--- config.mk ---
export PLATFORM = sky130hd
export DESIGN_NAME = utf8_stream_validator
export DESIGN_NICKNAME = d
export VERILOG_FILES = /design/src/design/utf8sv_pkg.sv /design/src/design/utf8sv_step.sv /design/src/design/utf8_stream_validator.sv
export SDC_FILE = /design/constraint.sdc
export NUM_CORES = 1
export LEC_CHECK = 0
export BUFFER_PORTS_ARGS = -buffer_cell sky130_fd_sc_hd__buf_4
export CAP_MARGIN = 20
export CORE_MARGIN = 1.5
export CORE_UTILIZATION = 52
export DETAILED_ROUTE_END_ITERATION = 12
export PLACE_DENSITY_LB_ADDON = 0.05
export SLEW_MARGIN = 20
export SYNTH_ARGS = -nofsm -noshare
export SYNTH_HDL_FRONTEND = slang
export SYNTH_SLANG_ARGS = --single-unit
--- constraint.sdc ---
create_clock -name clk -period 2.2 [get_ports clk]
set_input_delay 0.44 -clock clk [delete_from_list [all_inputs] [get_ports clk]]
set_output_delay 0.44 -clock clk [all_outputs]
set_load 0.05 [all_outputs]
--- src/design/utf8sv_pkg.sv ---
// ----------------------------------------------------------------------------
// utf8sv_pkg: shared types and constants for the UTF-8 stream validator
// Holds the running decode state type, the byte and code point limits, and
// the shortest-form floor lookup used by the update logic.
// ----------------------------------------------------------------------------
`default_nettype none

package utf8sv_pkg;

	localparam int unsigned BYTE_W = 8;
	localparam int unsigned CP_W   = 21;

	// Byte classes at a lead position.
	localparam logic [BYTE_W-1:0] CTRL_LIMIT = 8'h20;
	localparam logic [BYTE_W-1:0] DEL_BYTE   = 8'h7F;
	localparam logic [BYTE_W-1:0] ASCII_END  = 8'h80;
	localparam logic [BYTE_W-1:0] LEAD2_LO   = 8'hC2;
	localparam logic [BYTE_W-1:0] LEAD2_HI   = 8'hDF;
	localparam logic [BYTE_W-1:0] LEAD3_LO   = 8'hE0;
	localparam logic [BYTE_W-1:0] LEAD3_HI   = 8'hEF;
	localparam logic [BYTE_W-1:0] LEAD4_LO   = 8'hF0;
	localparam logic [BYTE_W-1:0] LEAD4_HI   = 8'hF4;

	// Continuation bytes carry this tag in their top two bits.
	localparam logic [1:0] CONT_TAG = 2'b10;

	// Code point limits.
	localparam logic [CP_W-1:0] CP_MAX     = 21'h10FFFF;
	localparam logic [CP_W-1:0] SURR_LO    = 21'h00D800;
	localparam logic [CP_W-1:0] SURR_HI    = 21'h00DFFF;
	localparam logic [CP_W-1:0] C1_LO      = 21'h000080;
	localparam logic [CP_W-1:0] C1_HI      = 21'h00009F;
	localparam logic [CP_W-1:0] FLOOR_2B   = 21'h000080;
	localparam logic [CP_W-1:0] FLOOR_3B   = 21'h000800;
	localparam logic [CP_W-1:0] FLOOR_4B   = 21'h010000;

	// Shortest-form classes of an open sequence.
	localparam logic [1:0] CLASS_2B = 2'd0;
	localparam logic [1:0] CLASS_3B = 2'd1;
	localparam logic [1:0] CLASS_4B = 2'd2;

	// Continuation bytes still expected after each lead length.
	localparam logic [1:0] LEFT_2B = 2'd1;
	localparam logic [1:0] LEFT_3B = 2'd2;
	localparam logic [1:0] LEFT_4B = 2'd3;

	// Running state of the string being checked.
	typedef struct packed {
		logic [1:0]      bytes_left;
		logic [CP_W-1:0] code_point;
		logic [1:0]      min_class;
		logic            error_seen;
	} dec_state_t;

	// Smallest code point that a sequence of the given class may encode.
	function automatic logic [CP_W-1:0] floor_of(input logic [1:0] cls);
		logic [CP_W-1:0] f;
		unique case (cls)
			CLASS_2B: f = FLOOR_2B;
			CLASS_3B: f = FLOOR_3B;
			default:  f = FLOOR_4B;
		endcase
		return f;
	endfunction

endpackage

`default_nettype wire

--- src/design/utf8sv_step.sv ---
// ----------------------------------------------------------------------------
// utf8sv_step: per-byte state update of the UTF-8 stream validator
// Takes the running state and one byte, and gives the next state and the
// verdict that the string would get if this byte were its last.
// ----------------------------------------------------------------------------
`default_nettype none

module utf8sv_step
	import utf8sv_pkg::*;
(
	input  wire dec_state_t        cur,
	input  wire logic [BYTE_W-1:0] byte_in,
	input  wire logic              last,
	output dec_state_t             nxt,
	output logic                   verdict
);

	dec_state_t      upd;
	logic [CP_W-1:0] cp_shift;
	logic [1:0]      left_dec;
	logic            cp_bad;

	// Shift in six payload bits of a continuation byte.
	assign cp_shift = {cur.code_point[CP_W-7:0], byte_in[5:0]};
	assign left_dec = cur.bytes_left - 2'd1;

	// Range checks on a completed code point.
	assign cp_bad = (cp_shift < floor_of(cur.min_class)) || (cp_shift > CP_MAX) ||
		((cp_shift >= SURR_LO) && (cp_shift <= SURR_HI)) ||
		((cp_shift >= C1_LO) && (cp_shift <= C1_HI));

	// Decode step: leads open a sequence, continuations extend and close it.
	always_comb begin
		upd = cur;
		if (!cur.error_seen) begin
			if (cur.bytes_left == 2'd0) begin
				if ((byte_in < CTRL_LIMIT) || (byte_in == DEL_BYTE)) begin
					upd.error_seen = 1'b1;
				end else if (byte_in < ASCII_END) begin
					upd = cur;
				end else if ((byte_in >= LEAD2_LO) && (byte_in <= LEAD2_HI)) begin
					upd.bytes_left = LEFT_2B;
					upd.code_point = CP_W'(byte_in[4:0]);
					upd.min_class  = CLASS_2B;
				end else if ((byte_in >= LEAD3_LO) && (byte_in <= LEAD3_HI)) begin
					upd.bytes_left = LEFT_3B;
					upd.code_point = CP_W'(byte_in[3:0]);
					upd.min_class  = CLASS_3B;
				end else if ((byte_in >= LEAD4_LO) && (byte_in <= LEAD4_HI)) begin
					upd.bytes_left = LEFT_4B;
					upd.code_point = CP_W'(byte_in[2:0]);
					upd.min_class  = CLASS_4B;
				end else begin
					upd.error_seen = 1'b1;
				end
			end else if (byte_in[7:6] != CONT_TAG) begin
				upd.error_seen = 1'b1;
			end else if (left_dec == 2'd0) begin
				upd.bytes_left = 2'd0;
				upd.code_point = '0;
				upd.min_class  = CLASS_2B;
				upd.error_seen = cp_bad;
			end else begin
				upd.bytes_left = left_dec;
				upd.code_point = cp_shift;
			end
		end
	end

	// The verdict needs no error and no open sequence; a final byte clears all.
	assign verdict = !upd.error_seen && (upd.bytes_left == 2'd0);
	assign nxt     = last ? dec_state_t'('0) : upd;

endmodule

`default_nettype wire

--- src/design/utf8_stream_validator.sv ---
// ----------------------------------------------------------------------------
// utf8_stream_validator: streaming UTF-8 well-formedness checker
// Checks a string one byte per item and gives one verdict item per string,
// on the byte flagged as final.
// ----------------------------------------------------------------------------
//
//  Channel | Handshake             | Payload               | Item
//  --------+-----------------------+-----------------------+------------------
//  input   | in_valid / in_ready   | byte_value, is_final  | one string byte
//  output  | out_valid / out_ready | valid_res             | one verdict
//
// One byte is taken every cycle, save while a final byte waits on a held verdict;
// the pace is set by the running decode state update from the input register.
// A verdict is loaded into the verdict register as its final byte leaves the input register.
// Reset clears the input register valid, the decode state and the verdict.
// A held verdict stalls only a following final byte; other bytes keep going.
//
`default_nettype none

module utf8_stream_validator
	import utf8sv_pkg::*;
(
	input  wire logic              clk,
	input  wire logic              arst_n,
	input  wire logic              in_valid,
	output logic                   in_ready,
	input  wire logic [BYTE_W-1:0] byte_value,
	input  wire logic              is_final,
	output logic                   out_valid,
	input  wire logic              out_ready,
	output logic                   valid_res
);

	logic              valid_s1;
	logic [BYTE_W-1:0] byte_s1;
	logic              final_s1;
	dec_state_t        state_q;
	dec_state_t        state_nxt;
	logic              verdict;
	logic              out_valid_q;
	logic              valid_res_q;
	logic              adv_s1;

	// A byte leaves the input register unless it is final and the verdict slot is full.
	assign adv_s1   = valid_s1 && (!final_s1 || !out_valid_q || out_ready);
	assign in_ready = !valid_s1 || adv_s1;

	// Input register.
	always_ff @(posedge clk or negedge arst_n) begin
		if (!arst_n) begin
			valid_s1 <= 1'b0;
		end else if (in_valid && in_ready) begin
			valid_s1 <= 1'b1;
		end else if (adv_s1) begin
			valid_s1 <= 1'b0;
		end
	end

	always_ff @(posedge clk) begin
		if (in_valid && in_ready) begin
			byte_s1  <= byte_value;
			final_s1 <= is_final;
		end
	end

	// Decode update.
	utf8sv_step u_step (
		.cur     (state_q),
		.byte_in (byte_s1),
		.last    (final_s1),
		.nxt     (state_nxt),
		.verdict (verdict)
	);

	always_ff @(posedge clk or negedge arst_n) begin
		if (!arst_n) begin
			state_q <= '0;
		end else if (adv_s1) begin
			state_q <= state_nxt;
		end
	end

	// Verdict register.
	always_ff @(posedge clk or negedge arst_n) begin
		if (!arst_n) begin
			out_valid_q <= 1'b0;
			valid_res_q <= 1'b0;
		end else if (adv_s1 && final_s1) begin
			out_valid_q <= 1'b1;
			valid_res_q <= verdict;
		end else if (out_ready) begin
			out_valid_q <= 1'b0;
		end
	end

	assign out_valid = out_valid_q;
	assign valid_res = valid_res_q;

	// A final byte leaves the decode state cleared for the next string.
	a_clear_after_final: assert property (@(posedge clk) disable iff (!arst_n)
		(adv_s1 && final_s1) |=> (state_q == dec_state_t'('0)))
		else $error("decode state not cleared after final item");

	// With no open sequence, no partial code point or class remains.
	a_idle_clean: assert property (@(posedge clk) disable iff (!arst_n)
		(state_q.bytes_left == 2'd0) |-> ((state_q.code_point == '0) &&
		(state_q.min_class == CLASS_2B)))
		else $error("stale code point with no open sequence");

	// A final byte blocked by a held verdict also blocks the input.
	a_final_stall: assert property (@(posedge clk) disable iff (!arst_n)
		(valid_s1 && final_s1 && out_valid_q && !out_ready) |-> !in_ready)
		else $error("input taken while final item is stalled");

	// A new verdict is loaded only when the old one is gone or being taken.
	a_no_overwrite: assert property (@(posedge clk) disable iff (!arst_n)
		(out_valid_q && !out_ready) |=> ($stable(valid_res_q) && out_valid_q))
		else $error("pending verdict overwritten");

endmodule

`default_nettype wire
# Word level (Yosys, flattened, before mapping)
# Index checks and enable logic that the tools add are counted.
[totals]
register_bits = 32
elab_cells = 82
[classes]
n_reduce_logical = 29
muxes = 21
n_eq_ne = 8
addsub = 1
order_cmp = 14
[ops]
columns = ["operator", "count"]
rows = [
  ["2-to-1 mux 25 bit", 5],
  ["2-to-1 mux 26 bit", 4],
  ["case mux 17 bit (2 select lines)", 1],
  [">= comparator 8 bit (second input constant)", 3],
  ["<= comparator 8 bit (second input constant)", 3],
  ["2-to-1 mux 23 bit", 1],
  [">= comparator 21 x 16 -> 1 bit (second input constant)", 1],
  [">= comparator 21 x 8 -> 1 bit (second input constant)", 1],
  ["> comparator 21 bit (second input constant)", 1],
  ["<= comparator 21 x 16 -> 1 bit (second input constant)", 1],
  ["<= comparator 21 x 8 -> 1 bit (second input constant)", 1],
  ["< comparator 21 x 17 -> 1 bit", 1],
  ["logical AND 1 bit", 9],
  ["2-to-1 mux 1 bit", 9],
  ["equality test 8 x 7 -> 1 bit (second input constant)", 1],
  ["zero test 2 bit", 4],
  ["< comparator 8 x 6 -> 1 bit (second input constant)", 1],
  ["< comparator 8 bit (second input constant)", 1],
  ["logical OR 1 bit", 7],
  ["AND reduction 7 bit", 1],
  ["inequality test 3 bit (second input constant)", 2],
  ["AND reduction 6 bit", 1],
  ["inequality test 5 bit (second input constant)", 1],
  ["zero test 1 bit", 4],
  ["7 further kinds", 9],
]

# Logic depth before layout (Yosys ltp)
# Gate-level depths: netlist of run 1.
[depth]
depth_word = 12
ltp_mapped = 8

# Hierarchy
# Synthesis of run 1 repeated with hierarchy kept, for this count alone.
[hier_totals]
hier_cells = 200
area_unflattened_um2 = 2328.5
[modules_own_cells]
columns = ["mod", "area_per_inst_um2", "cells_each", "seq_area_each_um2", "instances"]
rows = [
  ["utf8_stream_validator", 1486.4, 77, 996.0, 1],
  ["utf8sv_step", 842.1, 123, 0.0, 1],
]

# Worst setup path before layout of run 1
# Ideal clock, no wire load.
[synth_timing]
path_kind = "register -> register"
from = "reg state_q[24] (netlist bit)"
to = "reg state_q[7] (netlist bit)"
required_time_ns = 2.075
slack_ns = 0.030
n_path_buf = 1
period_less_slack_ns = 2.170
arrival_time_ns = 2.045
stages_incl_launch_ff = 8
cell_sequence = "dfrtp_1 -> inv_1 -> ha_1 -> clkbuf_1 -> a21oi_1 -> a2111o_1 -> a21oi_4 -> mux2_4"
[synth_between]
elab_chain_len = 7
[synth_lines]
columns = ["item", "line", "source"]
rows = [
  ["start, declared", "utf8_stream_validator.sv:37", "dec_state_t state_q;"],
  ["start signal, assigned", "utf8_stream_validator.sv:79", "state_q <= state_nxt;"],
  ["subtractor 2 x 1 -> 2 bit", "utf8sv_step.sv:25", "assign left_dec = cur.bytes_left - 2'd1;"],
  ["zero test 2 bit", "utf8sv_step.sv:58", "end else if (left_dec == 2'd0) begin"],
  ["2-to-1 mux 23 bit", "utf8sv_step.sv:58", ""],
  ["2-to-1 mux 25 bit", "utf8sv_step.sv:56", "end else if (byte_in[7:6] != CONT_TAG) begin"],
  ["2-to-1 mux 26 bit", "utf8sv_step.sv:36", "if (cur.bytes_left == 2'd0) begin"],
  ["2-to-1 mux 26 bit", "utf8sv_step.sv:35", "if (!cur.error_seen) begin"],
  ["2-to-1 mux 26 bit", "utf8sv_step.sv:72", "assign nxt = last ? dec_state_t'('0) : upd;"],
]
# Parallel ways exist; a longest one is shown, timed or not. The select of a mux whose other input is x is not followed.
# A chain may end at the register's enable or synchronous reset.

# Worst setup path after layout of run 1
[layout_timing]
from = "reg state_q[24] (netlist bit)"
to = "reg state_q[9] (netlist bit)"
# Same word-level chain as after synthesis.

==> results.txt, run 1 <==
I/O pin count - 16
CTS buffer count - 5
Max Clock Freq - 467 MHz
CTS tree - yes
Post-synth ARST share - 71.9%
Worst Tran Pin Value - 0.631 ns
CP top delay family - compound AO/OA/AOI/OAI gates
top_reg_cell synth - dfrtp_1
commonest non-fill, non-tap cell in the layout - buf_4
vias in the first global route - 1,369
largest net degree at the start of global routing - 24
CP Class - reg -> reg
cell depth of the worst flop-to-flop path - 8
Post-synth EDFFs - 9
WP buf/inv - 3
Hold WS - 0.271 ns
Worst setup EP type - register
Worst-path clk slew - 0.11 ns
Peak VDD IR - 0.444 mV
initial antenna violation count - 0
CTS max path bufs - 2
CP arrival - 2.41 ns
row count - 20
RSZ-0062 raised after global routing - true
DRC Markers - 0
# port buffers - 15
placer congestion estimate - 1.06
Nets - 216
Synth Register Bits - 32
Cell Area, Synth - 1750 um^2
drt pass-1 iters - 4
power per cell area - 724 nW/um^2
H-tree levels - 2
cell count after synthesis - 169
Layout area overhead - 20.5%
HP Class - in -> reg
Tot GR Track Use - 24.2%
# setup viols final - 0
fin crit share - 97.4%
Ys Warns - 0
Root Driver - clkbuf_4
clk_lat worst skew - 0.34 ns
total grt overflow - 0
CP max-delay cell - a2111o_1
sequential cell area fraction in the yosys report - 48.4%
Net Count, Synth - 186
Crit path depth - 8
Die Wd - 61.0 um
Initial Utilization - 55.9%
die area - 3720 um^2
Antenna diodes - 0
drt first-iter violations - 53
Fin. Hold Viols - 0
detailed-placement wirelength estimate - 2.80 mm
critical path, cell by cell - inv_1 > ha_4 > buf_4 > o31a_1 > a2111o_1 > a21oi_4 > clkbuf_16 > mux2i_1
Detail Route Antenna Nets - 0
wire per inst - 16.1 um
Worst EP required - 2.46 ns
drt total wl - 3.93 mm
DR vias/cell - 5.75
Vias - 1,403
first-pass GRT wire length - 6.44 mm
Crit path largest cell delay - 0.46 ns
Min-Delay Path Depth - 1
fillcell total - 252
die height - 61.0 um
Max Clock Skew - 0.00831 ns
P_leak - 0.000885 uW
most frequent cells in the layout - buf_4, dfrtp_1, inv_1, nand2_1, mux2i_1
share of layout cells above drive strength 1 - 23.0%
Max-Cap Viols - 0
CP max FO - 7
clock tree sinks - 32
CORE AREA - 3130 um^2
post-synthesis cell type count - 48
Final Max Tran Viols - 0
outcome - finished clean
Syn Area/Cell - 10.3 um^2
fin crit period - 2.14 ns
Slew Limit Headroom - 56.8%
Critical Path Source Type - register
post-route setup slack - 0.0567 ns
Setup WS pre-CTS - 0.00970 ns
through the flow:
step,util (%),std cells,setup TNS (ns),instance area [um^2],total power [uW]
finish,67.4,244,0,2110,1530
global route,67.4,244,-0.0371,2110,1590
CTS,64.7,239,0,2020,1480
detailed placement,61.8,230,0,1930,1040
global placement,61.8,230,0,1930,1030
floorplan,-,169,0,1750,934
worst paths after layout:
check	startpoint	endpoint	slack [ns]
setup / recovery	state_q[24]	state_q[9]	0.06
hold / removal	byte_value[0]	byte_s1[0]	0.27
setup reg to reg	state_q[24]	state_q[9]	0.06
hold reg to reg	valid_res	valid_res	0.50
max in group asynchronous	arst_n	valid_s1	1.44
min in group asynchronous	arst_n	state_q[12]	0.52
what timing repair did:
item,4_1_cts,5_1_grt
hold endpoints to repair,23,0
cloned,0,1
hold buffers,1,0
setup endpoints to repair,1,16
pin swaps,0,2
buffers inserted,0,4
resized for setup,1,7
synthesized netlist by cell type (2+ instances only):
library cell / instances / area [um^2]
o21ai_0: 6 / 30.0
nand4_1: 4 / 25.0
and3_1: 2 / 12.5
nor4_1: 4 / 25.0
edfxtp_1: 9 / 270
buf_2: 2 / 10.0
dfrtp_1: 23 / 576
ha_1: 4 / 50.1
o211ai_1: 2 / 15.0
or3_1: 3 / 18.8
nor3_1: 7 / 35.0
nand2_1: 19 / 71.3
a22o_1: 3 / 26.3
clkbuf_1: 3 / 11.3
a21oi_1: 4 / 20.0
a22oi_1: 2 / 15.0
nand3_1: 2 / 10.0
nand4b_1: 2 / 17.5
inv_1: 22 / 82.6
nor2_1: 5 / 18.8
mux2i_1: 14 / 140
final cells by class:
class	count	area, um^2	share of cell area, %
Clock inverter	2	35.0	1.66
Inverter	22	82.6	3.92
Sequential cell	32	846	40.1
Tap cell	44	55.1	2.61
Timing Repair Buffer	29	250	11.9
Multi-Input combinational cell	109	797	37.8
Clock buffer	6	41.3	1.96
power by group:
part	leakage (uW)	internal [uW]	total [uW]	switching, uW
Combinational	0.000442	174	375	201
Clock	0.0000422	238	450	212
Sequential	0.000401	654	701	47.0
Total	0.000885	1070	1530	461
layer usage:
metal | up-vias | share of wire (%) | routed length (um) | global-route usage [%]
met5 | - | 0 | 0 | 0
met4 | 0 | 2.2 | 86 | 10.9
met3 | 11 | 4.7 | 183 | 5.76
met2 | 49 | 47 | 1860 | 35.8
met1 | 661 | 46 | 1800 | 34.0
li1 | 682 | - | - | -
worst register-to-register path: stages, from the launching register on:
cell and delay (ns):
dfrtp_1 0.38, inv_1 0.10, ha_4 0.18, buf_4 0.15
o31a_1 0.14, a2111o_1 0.46, a21oi_4 0.25, clkbuf_16 0.20
mux2i_1 0.20
sequential cells by signal, indices dropped and copies added, names as in the netlist:
| signal | flops |
|---|---|
| byte_s1 | 8 |
| final_s1 | 1 |
| out_valid | 1 |
| state_q | 20 |
| valid_res | 1 |
| valid_s1 | 1 |
cells by family after synthesis:
kind of cell | synth area share (%)
simple gates | 18.8
fa+ha+maj | 2.86
compound gates | 14.0
buf+inv | 7.09
mux | 8.88
flops | 48.4
Note: power is estimated with default switching activity, not from simulation.
==> inputs of run 2 (changes only) <==
--- a/config.mk
+++ b/config.mk
@@ -7,6 +7,7 @@
 export LEC_CHECK = 0
 export BUFFER_PORTS_ARGS = -buffer_cell sky130_fd_sc_hd__buf_4
 export CAP_MARGIN = 20
+export CORE_ASPECT_RATIO = 1.25
 export CORE_MARGIN = 1.5
 export CORE_UTILIZATION = 52
 export DETAILED_ROUTE_END_ITERATION = 12
==> run 2 against run 1 <==
Net effect: routed wire length decreased by 6.5%; sequential cell count unchanged; highest routed layer unchanged; hold slack got worse by 0.23 ns; non-clock buffer count decreased by 8; largest power group unchanged.
==> results.txt, run 2 (synthesis results as in run 1) <==
row count - 23
NetSw - 442 uW
leading registers by flop count - state_q: 20 flops, byte_s1: 8 flops
CTS buffer count - 5
Layout area overhead - 16.0%
Antenna diodes - 0
CP arrival - 2.29 ns
# setup viols final - 0
wire per inst - 16.0 um
met2 Usage GRT - 41.8%
vias in the first global route - 1,377
Setup TNS Final - 0 ns
combinational power share - 20.7%
CP Class - reg -> reg
sw frac - 28.1%
share of layout cells above drive strength 1 - 18.8%
Vias - 1,388
I/O pin count - 16
Worst EP required - 2.40 ns
Nets - 208
clk_lat worst skew - 0.28 ns
Max Clock Freq - 478 MHz
detailed-placement wirelength estimate - 2.77 mm
Largest register FFs - 20
Flop pwr share - 44.7%
met1 usage - 27.1%
placer congestion estimate - 0.884
fin crit period - 2.09 ns
Worst Tran Pin Value - 0.591 ns
power per cell area - 775 nW/um^2
drt pass-1 iters - 4
commonest non-fill, non-tap cell in the layout - dfrtp_1
Die Wd - 54.9 um
Detail Route Antenna Nets - 0
Max Clock Skew - 0.00296 ns
Placed Area - 1910 um^2
Largest Register - state_q
Worst setup EP type - register
die area - 3720 um^2
clock power share - 34.6%
fillcell total - 247
Pint - 1130 uW
Crit path largest cell delay - 0.41 ns
HP Class - in -> async
most frequent cells in the layout - dfrtp_1, inv_1, nand2_1, buf_4, mux2i_1
CTS tree - yes
Slew Limit Headroom - 59.6%
H-tree levels - 2
critical path, cell by cell - inv_1 > ha_1 > buf_4 > o31a_1 > a2111o_1 > a21oi_4 > buf_6 > mux2i_1
Initial Utilization - 54.7%
first-pass GRT wire length - 6.23 mm
GR peak layer - met2
RSZ-0062 raised after global routing - true
fin area - 2030 um^2
CORE AREA - 3190 um^2
drt total wl - 3.67 mm
Worst-path clk slew - 0.06 ns
P_leak - 0.000851 uW
Final Max Tran Viols - 0
initial antenna violation count - 0
# port buffers - 15
CTS max path bufs - 2
Max-Cap Viols - 0
CP max FO - 11
largest net degree at the start of global routing - 24
DR vias/cell - 6.06
Tot GR Track Use - 23.9%
total grt overflow - 0
Post-Route Utilization - 63.5%
fin crit share - 95.2%
flop-to-flop setup slack - 0.11 ns
Fin. Hold Viols - 0
die height - 67.8 um
Tot Pwr - 1570 uW
GR Util met3 - 4.59%
outcome - finished clean
drt first-iter violations - 66
Critical Path Source Type - register
Peak VDD IR - 0.763 mV
DRC Markers - 0
CP max-delay cell - a2111o_1
clock tree sinks - 32
Root Driver - clkbuf_8
## run 2: power by group through the flow
stage | Clock, uW | Sequential, uW | Combinational, uW
after floorplan | 0 | 718 | 217
after global placement | 0 | 710 | 309
after detailed placement | 0 | 713 | 317
after CTS | 560 | 702 | 319
after global routing | 585 | 709 | 356
final | 544 | 703 | 325
## run 2: worst max-delay path: cells and delay by family, from the launching register on
family          cells  cell delay, ns
compound gates      3            0.77
buf+inv             3            0.44
flops               1            0.38
fa+ha+maj           1            0.21
mux                 1            0.20
## run 2: area by class of cell
| cell class | count | area (um^2) | area share, % |
|---|---|---|---|
| Inverter | 22 | 82.6 | 4.07 |
| Clock inverter | 2 | 35.0 | 1.73 |
| Clock buffer | 6 | 72.6 | 3.58 |
| Timing Repair Buffer | 21 | 165 | 8.14 |
| Tap cell | 37 | 46.3 | 2.28 |
| Multi-Input combinational cell | 109 | 781 | 38.5 |
| Sequential cell | 32 | 846 | 41.7 |
## run 2: final timing paths
| check | depth (start not counted) | from | end |
|---|---|---|---|
| max reg2reg | 8 | state_q[24] | state_q[5] |
| min reg2reg | 2 | valid_res | valid_res |
| max | 8 | state_q[24] | state_q[5] |
| max in group asynchronous | 1 | arst_n | valid_s1 |
| min | 1 | arst_n | state_q[10] |
| min in group clk | 1 | byte_value[2] | byte_s1[2] |
## run 2: routing by layer
metal	up-vias	part of all wire, %	routed length (um)
met4	0	1.9	70
li1	659	-	-
met5	-	0	0
met3	8	4.4	160
met2	52	54	1990
met1	669	39	1450
## run 2: metrics by stage
step | cells | worst slack [ns] | hold slack, ns
floorplan | 169 | 0.0298 | 0.144
global placement | 221 | 0.172 | 0.348
detailed placement | 221 | 0.0833 | 0.355
CTS | 229 | 0.0626 | 0.0477
global route | 229 | -0.0391 | 0.0564
finish | 229 | 0.106 | 0.0435
## run 2: repair_timing
action | 4_1_cts | 5_1_grt
buffers inserted | 0 | 0
endpoints found under the setup margin | 0 | 6
hold buffers | 0 | 0
gates resized for setup | 0 | 3
